$ cat src/rtl/hlsh_pkg.sv
// ----------------------------------------------------------------------------
// hlsh_pkg
// Shared types and constants of the hyperplane LSH probe signature unit.
// ----------------------------------------------------------------------------
package hlsh_pkg;

    // Fixed field widths
    localparam int ACC_WIDTH   = 48;
    localparam int SIG_WIDTH   = 15;
    localparam int PLANE_WIDTH = 4;
    localparam int ELEM_WIDTH  = 10;
    localparam int DIM_WIDTH   = 11;
    localparam int NB_WIDTH    = 4;

    // Request modes
    localparam logic MODE_LOAD   = 1'b0;
    localparam logic MODE_VECTOR = 1'b1;

    // Register indexes (paddr bit 2)
    localparam logic REG_DIMENSION = 1'b0;
    localparam logic REG_NUM_BITS  = 1'b1;

    // Register reset values
    localparam logic [DIM_WIDTH-1:0] DIMENSION_RESET = 11'd128;
    localparam logic [NB_WIDTH-1:0]  NUM_BITS_RESET  = 4'd8;

    // Control travelling from cell to cell with each request
    typedef struct packed {
        logic                   load;   // coefficient write
        logic                   acc;    // vector element to accumulate
        logic                   first;  // element zero, clear sums
        logic                   done;   // final element of the vector
        logic [PLANE_WIDTH-1:0] plane;
        logic [ELEM_WIDTH-1:0]  elem;
    } cell_ctrl_t;

endpackage

$ cat src/rtl/hlsh_emit.sv
// ----------------------------------------------------------------------------
// hlsh_emit
// Signature queue and probe expansion onto the result channel, with credit
// tracking of finished vectors still in the cell chain or the queue.
// ----------------------------------------------------------------------------
module hlsh_emit (
    input  logic                              aclk,
    input  logic                              aresetn,
    input  logic [hlsh_pkg::NB_WIDTH-1:0]     num_planes,
    input  logic                              vec_started,
    output logic                              credit_ok,
    input  logic                              push,
    input  logic [hlsh_pkg::SIG_WIDTH-1:0]    push_sig,
    output logic                              m_valid,
    input  logic                              m_ready,
    output logic [hlsh_pkg::SIG_WIDTH-1:0]    m_signature,
    output logic [hlsh_pkg::NB_WIDTH-1:0]     m_probe_index,
    output logic                              m_last_probe
);

    localparam int DEPTH = 4;
    localparam int PW    = $clog2(DEPTH);
    localparam int CW    = $clog2(DEPTH + 1);

    logic [hlsh_pkg::SIG_WIDTH-1:0] fifo_reg [DEPTH];
    logic [PW-1:0]                  wr_ptr_reg;
    logic [PW-1:0]                  rd_ptr_reg;
    logic [CW-1:0]                  count_reg;
    logic [CW-1:0]                  count_next;
    logic [CW-1:0]                  pending_reg;
    logic [CW-1:0]                  pending_next;
    logic [hlsh_pkg::NB_WIDTH-1:0]  probe_reg;
    logic [hlsh_pkg::SIG_WIDTH-1:0] head;
    logic [hlsh_pkg::SIG_WIDTH-1:0] probe_sig;
    logic                           load;
    logic                           is_last;
    logic                           pop;
    logic                           m_valid_reg;
    logic [hlsh_pkg::SIG_WIDTH-1:0] m_signature_reg;
    logic [hlsh_pkg::NB_WIDTH-1:0]  m_probe_index_reg;
    logic                           m_last_probe_reg;

    // Next probe from the queue head
    assign head      = fifo_reg[rd_ptr_reg];
    assign load      = (count_reg != '0) && (!m_valid_reg || m_ready);
    assign is_last   = (probe_reg == num_planes);
    assign pop       = load && is_last;
    assign probe_sig = (probe_reg == '0) ? head
                     : head ^ (hlsh_pkg::SIG_WIDTH'(1) << (probe_reg - 4'd1));

    assign count_next   = count_reg + CW'(push) - CW'(pop);
    assign pending_next = pending_reg + CW'(vec_started) - CW'(pop);
    assign credit_ok    = (pending_reg < CW'(DEPTH));

    // Queue pointers, credit and probe counter
    always_ff @(posedge aclk) begin
        if (!aresetn) begin
            wr_ptr_reg  <= '0;
            rd_ptr_reg  <= '0;
            count_reg   <= '0;
            pending_reg <= '0;
            probe_reg   <= '0;
            m_valid_reg <= 1'b0;
        end else begin
            if (push) begin
                wr_ptr_reg <= wr_ptr_reg + PW'(1);
            end
            if (pop) begin
                rd_ptr_reg <= rd_ptr_reg + PW'(1);
            end
            count_reg   <= count_next;
            pending_reg <= pending_next;
            if (load) begin
                probe_reg   <= is_last ? '0 : probe_reg + hlsh_pkg::NB_WIDTH'(1);
                m_valid_reg <= 1'b1;
            end else if (m_ready) begin
                m_valid_reg <= 1'b0;
            end
        end
    end

    // Queue storage and output payload
    always_ff @(posedge aclk) begin
        if (push) begin
            fifo_reg[wr_ptr_reg] <= push_sig;
        end
        if (load) begin
            m_signature_reg   <= probe_sig;
            m_probe_index_reg <= probe_reg;
            m_last_probe_reg  <= is_last;
        end
    end

    assign m_valid       = m_valid_reg;
    assign m_signature   = m_signature_reg;
    assign m_probe_index = m_probe_index_reg;
    assign m_last_probe  = m_last_probe_reg;

endmodule

$ cat config.mk
export PLATFORM = sky130hd
export DESIGN_NAME = hlsh_emit
export DESIGN_NICKNAME = d
export VERILOG_FILES = /design/src/rtl/hlsh_pkg.sv /design/src/rtl/hlsh_emit.sv
export SDC_FILE = /design/constraint.sdc
export NUM_CORES = 1
export LEC_CHECK = 0
export ABC_AREA = 1
export BUFFER_PORTS_ARGS = -buffer_cell sky130_fd_sc_hd__buf_2
export CORE_UTILIZATION = 24
export CTS_CLUSTER_DIAMETER = 80
export DETAILED_ROUTE_END_ITERATION = 10
export GPL_TIMING_DRIVEN = 0
export SLEW_MARGIN = 20
export SYNTH_ARGS = -nofsm -noshare
export SYNTH_HDL_FRONTEND = slang
export SYNTH_SLANG_ARGS = --single-unit
$ cat constraint.sdc
create_clock -name aclk -period 7.9 [get_ports aclk]
set_input_delay 0.79 -clock aclk [delete_from_list [all_inputs] [get_ports aclk]]
set_output_delay 0.79 -clock aclk [all_outputs]
set_load 0.01 [all_outputs]
==> qor.yml, run 1 <==
synth:
  synthesis.nets: 418
  ys_seq_area_frac: 0.661
  yosys_warnings: 0
  synthesis.instances: 380
  yosys_register_bits: 97
  postSynthAreaPerCell_um2: 10.9
  ys_types: 24
  syn-cell-area_um2: 4150
grt:
  grt.total_usage: 0.0999
  grt_pass1_vias: 2659
  grt_antenna_before_repair: 4
  grt_first_pass_wirelength_mm: 13.4
  overflow: 0
  grt_max_degree: 29
sta:
  finalSetupViolations: 0
  maxSlewHeadroom: 0.441
  tightest_slew_ps: 837
  fin_setup_tns_ps: 0
  rsz0062_at_grt: "no"
  slew_violations: 0
  fin_ws_ps: 5120
  min_period_over_period: 0.352
  finalCriticalPeriod_ps: 2780
  clock.fmax_mhz: 360
  fin_skew_ps: 6.96
  fin_hold_ws_ps: 499
  hold_violations: 0
worst_setup_path:
  end_kind: "register"
  cp_slowest_stage_delay_ps: 640
  cp.arrival_ps: 3040
  critPathKind: "primary input to register"
  cp_cell_sequence: "buf_2 > nor2_1 > a21oi_4 > nand3_2 > nand2_1 > nand2_1 > ha_1 > fa_1 > or2_2 > a21oi_1"
  required_ps: 8170
  reg2reg_setup_slack_ps: 5220
  cp_max_fo: 28
  r2r-start: "count_reg[1]$_SDFF_PN0_"
  reg2reg_depth: 9
  crit-reg2reg-capture: "pending_reg[2]$_SDFF_PN0_"
  timing.critical_path.mode_cell: "nand2_1"
  critical_path.slowest_cell: "a21oi_4"
  start_kind: "primary input"
cells_and_area:
  largest_register_ffs: 60
  drive_above_1_share: 0.159
  finalNetCount: 473
  finish.cell_count_without_fillers: 662
  mostFrequentLayoutCells: "nand2_1, edfxtp_1, buf_2"
  design_area_um2: 4950
  layout_commonest_cell: "nand2_1"
  areaGrowthSynthToFinish_pct: 19.3
pwr:
  combPwrFrac: 0.219
  internal_power_w: 0.000990
  power_density_nw_per_um2: 283
  swShare: 0.294
  clkPwrFrac: 0.303
  sequentialPowerShare: 0.478
  irDropWorstVdd_mv: 0.121
  power.switching_w: 0.000413
  total_leakage_power_nw: 2.01
run_status:
  status: "completed"
clock_network:
  clkTransAtPathRegs_ps: 60
  cts_tree: "done"
  htreeDepth: 3
  clock-sinks: 97
  holdBufCountCts: 0
  post_cts_buffers: 0
  root_buffer: "clkbuf_16"
  cts_resized: 0
  clk_latency_ps: 340
  clock_path_buffers: 2
  cts_inserted_buffers: 9
drt:
  drc: 0
  wl_mm: 8.46
  ant_nets: 0
  wl_per_cell_um: 12.8
  via_per_inst: 4.04
  vias: 2673
  dr.pass1.iters: 4
  first_iter_violations: 215
floorplan:
  io_pins: 46
  core_um2: 16800
  fp.dieW_um: 134
  start_util: 0.248
  dieArea_um2: 17800
  core.rowCount: 47
  dieHeight_um: 134
hold_path:
  hold_class: "register to register"
  hold_path_depth: 2
  worstHoldStart: "rd_ptr_reg[1]$_SDFFE_PN0P_"
place:
  place_area_um2: 4650
  detailed_place_hpwl_mm: 5.92
  place_ws_ps: 4760
  placed_cells: 644
  io_buffer_count: 44
  gp_routability_congestion: 0.831
flow_run:
  maxCapViolations: 0
[synth_stat cells]
cell      count  share of area
nand4_1       2         0.0030
nand3_2       2         0.0048
edfxtp_1     80           0.58
buf_2         3         0.0036
o21bai_1      1         0.0018
xor2_2        1         0.0039
o21ai_0       5         0.0060
or2_1         2         0.0030
o21ai_1       1         0.0012
xor2_1       19          0.040
nand2_1     127           0.11
a21oi_2       1         0.0021
fa_1          2         0.0096
nand3_1      31          0.037
nor2_2        1         0.0015
nor2_1       17          0.015
nor3_1        1         0.0012
or2_2         2         0.0030
inv_2         2         0.0018
dfxtp_1      17          0.082
clkbuf_1      7         0.0063
inv_1        36          0.033
ha_1         12          0.036
a21oi_1       8         0.0096
[area by class of cell]
cell class | count | area [µm²]
well taps | 220 | 275
inverters | 38 | 143
diodes | 2 | 5.00
plain buffers | 10 | 41.3
repair buffers | 44 | 220
clock inverters | 6 | 63.8
fillers | 1721 | 11800
flip-flops and latches | 97 | 2740
multi-input cells | 235 | 1230
clock buffers | 10 | 229
[logic make-up after synthesis]
| logic type | count (synthesis) | share of synthesized area |
|---|---|---|
| buf+inv | 48 | 0.0443 |
| xor+xnor | 20 | 0.0440 |
| compound gates | 16 | 0.0208 |
| simple gates | 185 | 0.184 |
| flops | 97 | 0.661 |
| fa+ha+maj | 14 | 0.0458 |
[per-layer routing]
metal  track usage  wire [µm]  vias to the layer above
met5             0         28                        -
met4        0.0322         97                        4
met3        0.0400        679                       12
met2         0.162       4000                       63
met1         0.121       3650                     1239
li1              -          -                     1355
[worst max-delay path, delay by kind of cell]
family	cells	cell delay, ps
AOI/OAI and AO/OA	2	750
buffers and inverters	1	80
and+or+nand+nor	5	850
adders and majority gates	2	570
[stage by stage]
step                utilization  total power (W)
floorplan                     -         0.000883
global placement          0.277         0.000981
detailed placement        0.278         0.000993
CTS                       0.295          0.00142
global route              0.295          0.00148
finish                    0.295          0.00140
[power groups by stage]
stage / registers (W) / logic [W] / clock network [W]
finish: 0.000671 / 0.000307 / 0.000425
global route: 0.000678 / 0.000349 / 0.000457
CTS: 0.000672 / 0.000312 / 0.000433
detailed placement: 0.000683 / 0.000310 / 0
global placement: 0.000682 / 0.000300 / 0
floorplan: 0.000702 / 0.000181 / 0
[worst max path at each step]
stage | slack [ps] | to | from | depth (start not counted)
after global routing | 4910 | pending_reg[2]$_SDFF_PN0_ | m_ready | 10
after detailed placement | 4760 | pending_reg[2]$_SDFF_PN0_ | m_ready | 10
after global placement | 4390 | count_reg[2]$_SDFF_PN0_ | m_ready | 10
after CTS | 5100 | pending_reg[2]$_SDFF_PN0_ | m_ready | 10
after floorplan | 4920 | count_reg[2]$_SDFF_PN0_ | m_ready | 9
final | 5120 | pending_reg[2]$_SDFF_PN0_ | m_ready | 10
Note: power is estimated with default switching activity, not from simulation.
==> run 2, diff against run 1 <==
Settings changed: ABC_AREA 1 to 0.
Clock period 7.9 ns to 2.8 ns, I/O delays scaled along.
==> run 2 against run 1 <==
Net effect: setup slack got worse by 4900 ps; routed wire length fell by 6.6%; clock power rose to 2.9 times the previous value; critical path type is now register to register.
==> qor.yml, run 2 <==
run_status:
  status: "completed"
place:
  place_area_um2: 4620  # -0.70%
  placed_cells: 521  # -19%
  place_ws_ps: -180  # -4940 ps
  detailed_place_hpwl_mm: 5.34  # -9.7%
  gp_routability_congestion: 0.798  # -3.9%
  io_buffer_count: 45  # +2.3%
synth:
  synth-adder-area-share: 0.0462  # +0.000334
  synth_xor_area_frac: 0.0571  # +0.0131
  synthesis.nets: 294  # -30%
  synth_edf_count: 80  # unchanged
  synth_top_flop_cell: "edfxtp_1"
  yosys.area.top_type_share: 0.583  # +0.00422
  ys_types: 38  # +58%
  postSynthAreaPerCell_um2: 16.1  # +47%
  syn-cell-area_um2: 4120  # -0.72%
  yosys_register_bits: 97  # unchanged
  yosys.area.top_type: "edfxtp_1"
  async_flop_share: 0  # unchanged
  yosys_warnings: 0  # unchanged
  netlist_top_cells_count: "edfxtp_1, dfxtp_1, mux4_2"
  ys_top_cells_by_area: "edfxtp_1, dfxtp_1, mux4_2, ha_1, xor2_1"
  synthesis.instances: 256  # -33%
  synth-compound-area-share: 0.0270  # +0.00623
  synth_top_family_by_area: "simple AND/OR/NAND/NOR gates"
  synth.most_common_cell: "edfxtp_1"
  muxShareOfSynthArea: 0.0917  # +0.0917
  synth-simple-area-share: 0.0938  # -0.0904
  ys_seq_area_frac: 0.666  # +0.00482
floorplan:
  fp.dieW_um: 133  # -0.36%
  core_um2: 16700  # -0.35%
  core.rowCount: 47  # unchanged
  start_util: 0.247  # -0.000926
  dieHeight_um: 133  # -0.36%
  io_pins: 46  # unchanged
  dieArea_um2: 17700  # -0.71%
worst_setup_path:
  cp.arrival_ps: 2820  # -220 ps
  critPathKind: "register to register"
  cp_max_fo: 8  # -71%
  required_ps: 3040  # -5130 ps
  timing.critical_path.mode_cell: "xnor2_1"
  end_kind: "register"
  start_kind: "register"
  cp_slowest_stage_delay_ps: 410  # -230 ps
  cp_cell_sequence: "buf_2 > xor2_1 > nor4_4 > buf_4 > nand2_4 > xnor2_1 > ha_1 > fa_1 > xnor2_1 > xnor2_1 > and2_1"
  critical_path.slowest_cell: "dfxtp_1"
sta:
  finalSetupViolations: 0  # unchanged
  slew_violations: 0  # unchanged
  maxSlewHeadroom: 0.442  # +0.000622
  tightest_slew_ps: 838  # +0.932 ps
  fin_ws_ps: 220  # -4900 ps
  fin_skew_ps: 8.54  # +1.58 ps
  clock.fmax_mhz: 388
  hold_violations: 0  # unchanged
  min_period_over_period: 0.921
  finalCriticalPeriod_ps: 2580
grt:
  grt_pass1_vias: 2328  # -12%
  grt_antenna_before_repair: 3  # -1
  grt_first_pass_wirelength_mm: 12.5  # -6.6%
  grt.total_usage: 0.0975  # -0.00236
  grt_max_degree: 17  # -41%
  overflow: 0  # unchanged
cells_and_area:
  fillers: 1690  # -1.8%
  multi_input_area_um2: 1300  # +5.7%
  finalNetCount: 355  # -25%
  layout_commonest_cell: "edfxtp_1"
  areaGrowthSynthToFinish_pct: 20.3
  design_area_um2: 4960  # +0.13%
  drive_above_1_share: 0.280  # +0.120
  mostFrequentLayoutCells: "edfxtp_1, buf_2, dfxtp_1"
  finish.cell_count_without_fillers: 543  # -18%
  seqCellArea_um2: 2740  # unchanged
  largest_register_ffs: 60  # unchanged
clock_network:
  cts_inserted_buffers: 9  # unchanged
  clock_path_buffers: 2  # unchanged
  cts_tree: "done"
  clk_latency_ps: 350  # about the same
  clock-sinks: 97  # unchanged
  root_buffer: "clkbuf_16"
  clkTransAtPathRegs_ps: 70  # about the same
  htreeDepth: 3  # unchanged
drt:
  drc: 0  # unchanged
  vias: 2262  # -15%
  dr.pass1.iters: 4  # unchanged
  first_iter_violations: 145  # -33%
  via_per_inst: 4.17  # +3.2%
  wl_per_cell_um: 14.5  # +14%
  ant_nets: 0  # unchanged
  wl_mm: 7.90  # -6.6%
pwr:
  power_density_nw_per_um2: 825  # +190%
  sequentialPowerShare: 0.470  # -0.008
  total_leakage_power_nw: 1.74  # -14%
  irDropWorstVdd_mv: 0.337  # +180%
  swShare: 0.293  # -0.00146
  combPwrFrac: 0.230  # +0.011
  clkPwrFrac: 0.300  # -0.003
  internal_power_w: 0.00289  # +190%
  power.switching_w: 0.00120  # +190%
hold_path:
  hold_class: "primary input to register"
flow_run:
  maxCapViolations: 0  # unchanged
-- run 2: cell count changes in the layout (fill, tap and decap cells not counted), sizes merged, moves of 5 or more --
| cell | delta |
|---|---|
| nand3 | -24 |
| a21oi | -8 |
| xnor2 | +12 |
| nand2 | -113 |
| xor2 | -6 |
| or4 | +5 |
| and2 | +12 |
| nand2b | +10 |
| mux4 | +15 |
| buf | +7 |
| nor2 | -15 |
| inv | -32 |
-- run 2: cells by family (layout without fill, tap and decap cells) --
logic type,after synthesis,after routing
mux,19,19
flops,97,97
xor+xnor,26,26
buf+inv,17,83
compound gates,18,18
other cells,0,1
simple gates,65,65
fa+ha+maj,14,14
-- run 2: cell type report --
type / instances / share of cell area
Antenna cell: 1 / 0.000505
Timing Repair Buffer: 49 / 0.0515
Multi-Input combinational cell: 142 / 0.262
Tap cell: 220 / 0.0555
Inverter: 8 / 0.00681
Buffer: 9 / 0.00934
Sequential cell: 97 / 0.553
Timing Repair inverter: 1 / 0.00101
Clock inverter: 7 / 0.0141
Clock buffer: 9 / 0.0454
-- run 2: power groups by stage --
stage,sequential (W),clock (W),combinational [W]
floorplan,0.00201,0,0.000531
global placement,0.00196,0,0.000889
detailed placement,0.00196,0,0.000909
CTS,0.00193,0.00125,0.000951
global route,0.00195,0.00131,0.00104
finish,0.00192,0.00123,0.000941
-- run 2: worst paths after layout --
path,startpoint,to,slack (ps),depth (start not counted)
max,probe_reg[0]$_SDFFE_PN0P_,pending_reg[2]$_SDFF_PN0_,220,11
min,push_sig[1],fifo_reg[2][1]$_DFFE_PP_,150,1
max reg2reg,probe_reg[0]$_SDFFE_PN0P_,pending_reg[2]$_SDFF_PN0_,220,11
min reg2reg,probe_reg[3]$_SDFFE_PN0P_,m_probe_index[3]$_DFFE_PP_,430,0
-- run 2: metrics by stage --
stage          hold WS, ps   util  total power [W]  setup TNS, ps
2_1_floorplan          379      -          0.00254              0
3_3_place_gp           413  0.277          0.00285          -98.2
3_5_place_dp           415  0.277          0.00287           -190
4_1_cts                133  0.295          0.00413              0
5_1_grt                144  0.297          0.00430          -2.07
6_report               145  0.297          0.00409              0
-- run 2: what timing repair did --
action | 4_1_cts | 5_1_grt
resized for setup | 1 | 0
hold buffers | 0 | 0
gates cloned | 1 | 0
setup buffers | 1 | 3
pin swaps | 0 | 1
endpoints found under the setup margin | 2 | 1
-- run 2: worst max-delay path: cells and delay by family (launching register included) --
family	cells	cell delay [ps]
buffers and inverters	2	430
DFF	1	410
and+or+nand+nor	3	510
xor gates and xnor gates	4	530
adders and majority gates	2	580
-- run 2: per-layer routing --
metal | vias up | GRT usage | part of all wire
met2 | 73 | 0.152 | 0.47
met3 | 24 | 0.0379 | 0.068
li1 | 1068 | - | -
met1 | 1093 | 0.113 | 0.43
met5 | - | 0 | 0.0028
met4 | 4 | 0.0581 | 0.030
==> run 3, diff against run 2 <==
Settings changed: CORE_ASPECT_RATIO set to 0.7, CORE_MARGIN set to 2, GPL_TIMING_DRIVEN 0 to not set.
==> run 3 against run 2 <==
Net effect: first-iteration DRC count shrank 8.3%; clock power shrank 7%; routed wire length grew 4.6%; highest routed layer unchanged.
==> qor.yml, run 3 (synthesized netlist as in run 2, its figures left out) <==
worst_setup_path:
  start_kind: "register"
  cp.arrival_ps: 2390  # -430 ps
  end_kind: "register"
  reg2reg_setup_slack_ps: 500  # +280 ps
  cp_max_fo: 11  # +3
  critPathKind: "register to register"
  required_ps: 2890  # -150 ps
sta:
  hold_violations: 0  # unchanged
  finalSetupViolations: 0  # unchanged
  min_period_over_period: 0.821  # -0.101
  clock.fmax_mhz: 435  # +12%
  slew_violations: 0  # unchanged
  fin_setup_tns_ps: 0  # unchanged
  rsz0062_at_grt: "no"
  tightest_slew_ps: 943  # +106 ps
  finalCriticalPeriod_ps: 2300  # -282 ps
  fin_skew_ps: 6.71  # -1.83 ps
  maxSlewHeadroom: 0.371  # -0.0706
drt:
  first_iter_violations: 133  # -8.3%
  vias: 2232  # -1.3%
  dr.pass1.iters: 4  # unchanged
  wl_per_cell_um: 15.1  # +3.9%
  ant_nets: 0  # unchanged
  drc: 0  # unchanged
  wl_mm: 8.27  # +4.6%
  via_per_inst: 4.08  # -2.0%
clock_network:
  clock-sinks: 97  # unchanged
  clk_latency_ps: 350  # about the same
  cts_resized: 0  # -1
  cts_tree: "done"
  clkTransAtPathRegs_ps: 70  # about the same
  post_cts_buffers: 0  # -1
  htreeDepth: 3  # unchanged
  root_buffer: "clkbuf_16"
  holdBufCountCts: 0  # unchanged
  clock_path_buffers: 2  # unchanged
  cts_inserted_buffers: 9  # unchanged
cells_and_area:
  seqCellArea_um2: 2740  # unchanged
  multi_input_area_um2: 1300  # unchanged
  finish.cell_count_without_fillers: 547  # +0.74%
  largest_register_ffs: 60  # unchanged
  fillers: 1681  # -0.53%
  finalNetCount: 348  # -2.0%
  final_core_util: 0.290  # -0.00671
  areaGrowthSynthToFinish_pct: 19.5
  mostFrequentLayoutCells: "edfxtp_1, buf_2, dfxtp_1"
  layout_commonest_cell: "edfxtp_1"
  drive_above_1_share: 0.273  # -0.00649
floorplan:
  dieArea_um2: 18200  # +3.1%
  dieHeight_um: 114  # -15%
  core.rowCount: 40  # -15%
  io_pins: 46  # unchanged
  fp.dieW_um: 161  # +21%
  start_util: 0.243  # -0.00386
  core_um2: 17000  # +1.6%
place:
  gp_routability_congestion: 0.790  # -1.0%
  placed_cells: 530  # +1.7%
  io_buffer_count: 45  # unchanged
  detailed_place_hpwl_mm: 5.69  # +6.6%
grt:
  overflow: 0  # unchanged
  grt_pass1_vias: 2366  # +1.6%
  grt_max_degree: 24  # +7
  grt.total_usage: 0.0950  # -0.00254
  grt_first_pass_wirelength_mm: 12.8  # +2.1%
  grt_antenna_before_repair: 3  # unchanged
pwr:
  total_leakage_power_nw: 1.73  # -0.58%
  power_w: 0.00400  # -2.1%
  power_density_nw_per_um2: 813  # -1.4%
  irDropWorstVdd_mv: 0.318  # -5.9%
hold_path:
  hold_class: "primary input to register"
flow_run:
  maxCapViolations: 0  # unchanged
run_status:
  status: "completed"
==> run 3: final timing paths <==
check | from | to | cells past startpoint
worst min-delay path | push_sig[7] | fifo_reg[3][7]$_DFFE_PP_ | 1
worst max-delay path | probe_reg[0]$_SDFFE_PN0P_ | m_signature[0]$_DFFE_PP_ | 7
worst min register to register | rd_ptr_reg[1]$_SDFFE_PN0P_ | rd_ptr_reg[1]$_SDFFE_PN0P_ | 2
worst max register to register | probe_reg[0]$_SDFFE_PN0P_ | m_signature[0]$_DFFE_PP_ | 7
==> run 3: per-layer routing <==
metal	track usage	vias to the layer above	routed length, µm
li1	-	1050	-
met1	0.116	1092	3800
met2	0.149	68	3710
met3	0.0404	18	540
met4	0.0402	4	182
met5	0	-	25
==> run 3: power by group <==
part	switching, W	internal, W
sequential	0.0000744	0.00184
clock	0.000535	0.000614
combinational	0.000584	0.000358
==> run 3: layout make-up <==
type	count	area share
clock inverter	6	0.0102
sequential	97	0.557
multi-input combinational	142	0.264
inverter	8	0.00610
timing repair buffer	52	0.0564
tap	231	0.0587
antenna	1	0.000508
clock buffer	10	0.0465
==> run 3: stage by stage <==
stage	hold WS, ps	worst slack [ps]	cell area, µm²
after floorplan	379	304	4120
after detailed placement	491	499	4640
after global routing	134	333	4920
after CTS	127	492	4920
final	137	502	4920
after global placement	459	538	4640
==> run 3: critical path: stages (launching register included) <==
cell     delay, ps
dfxtp_1        320
buf_4          170
inv_1          130
ha_1           320
nor2_1         140
a21oi_1        460
o21ai_0        290
xor2_1         200
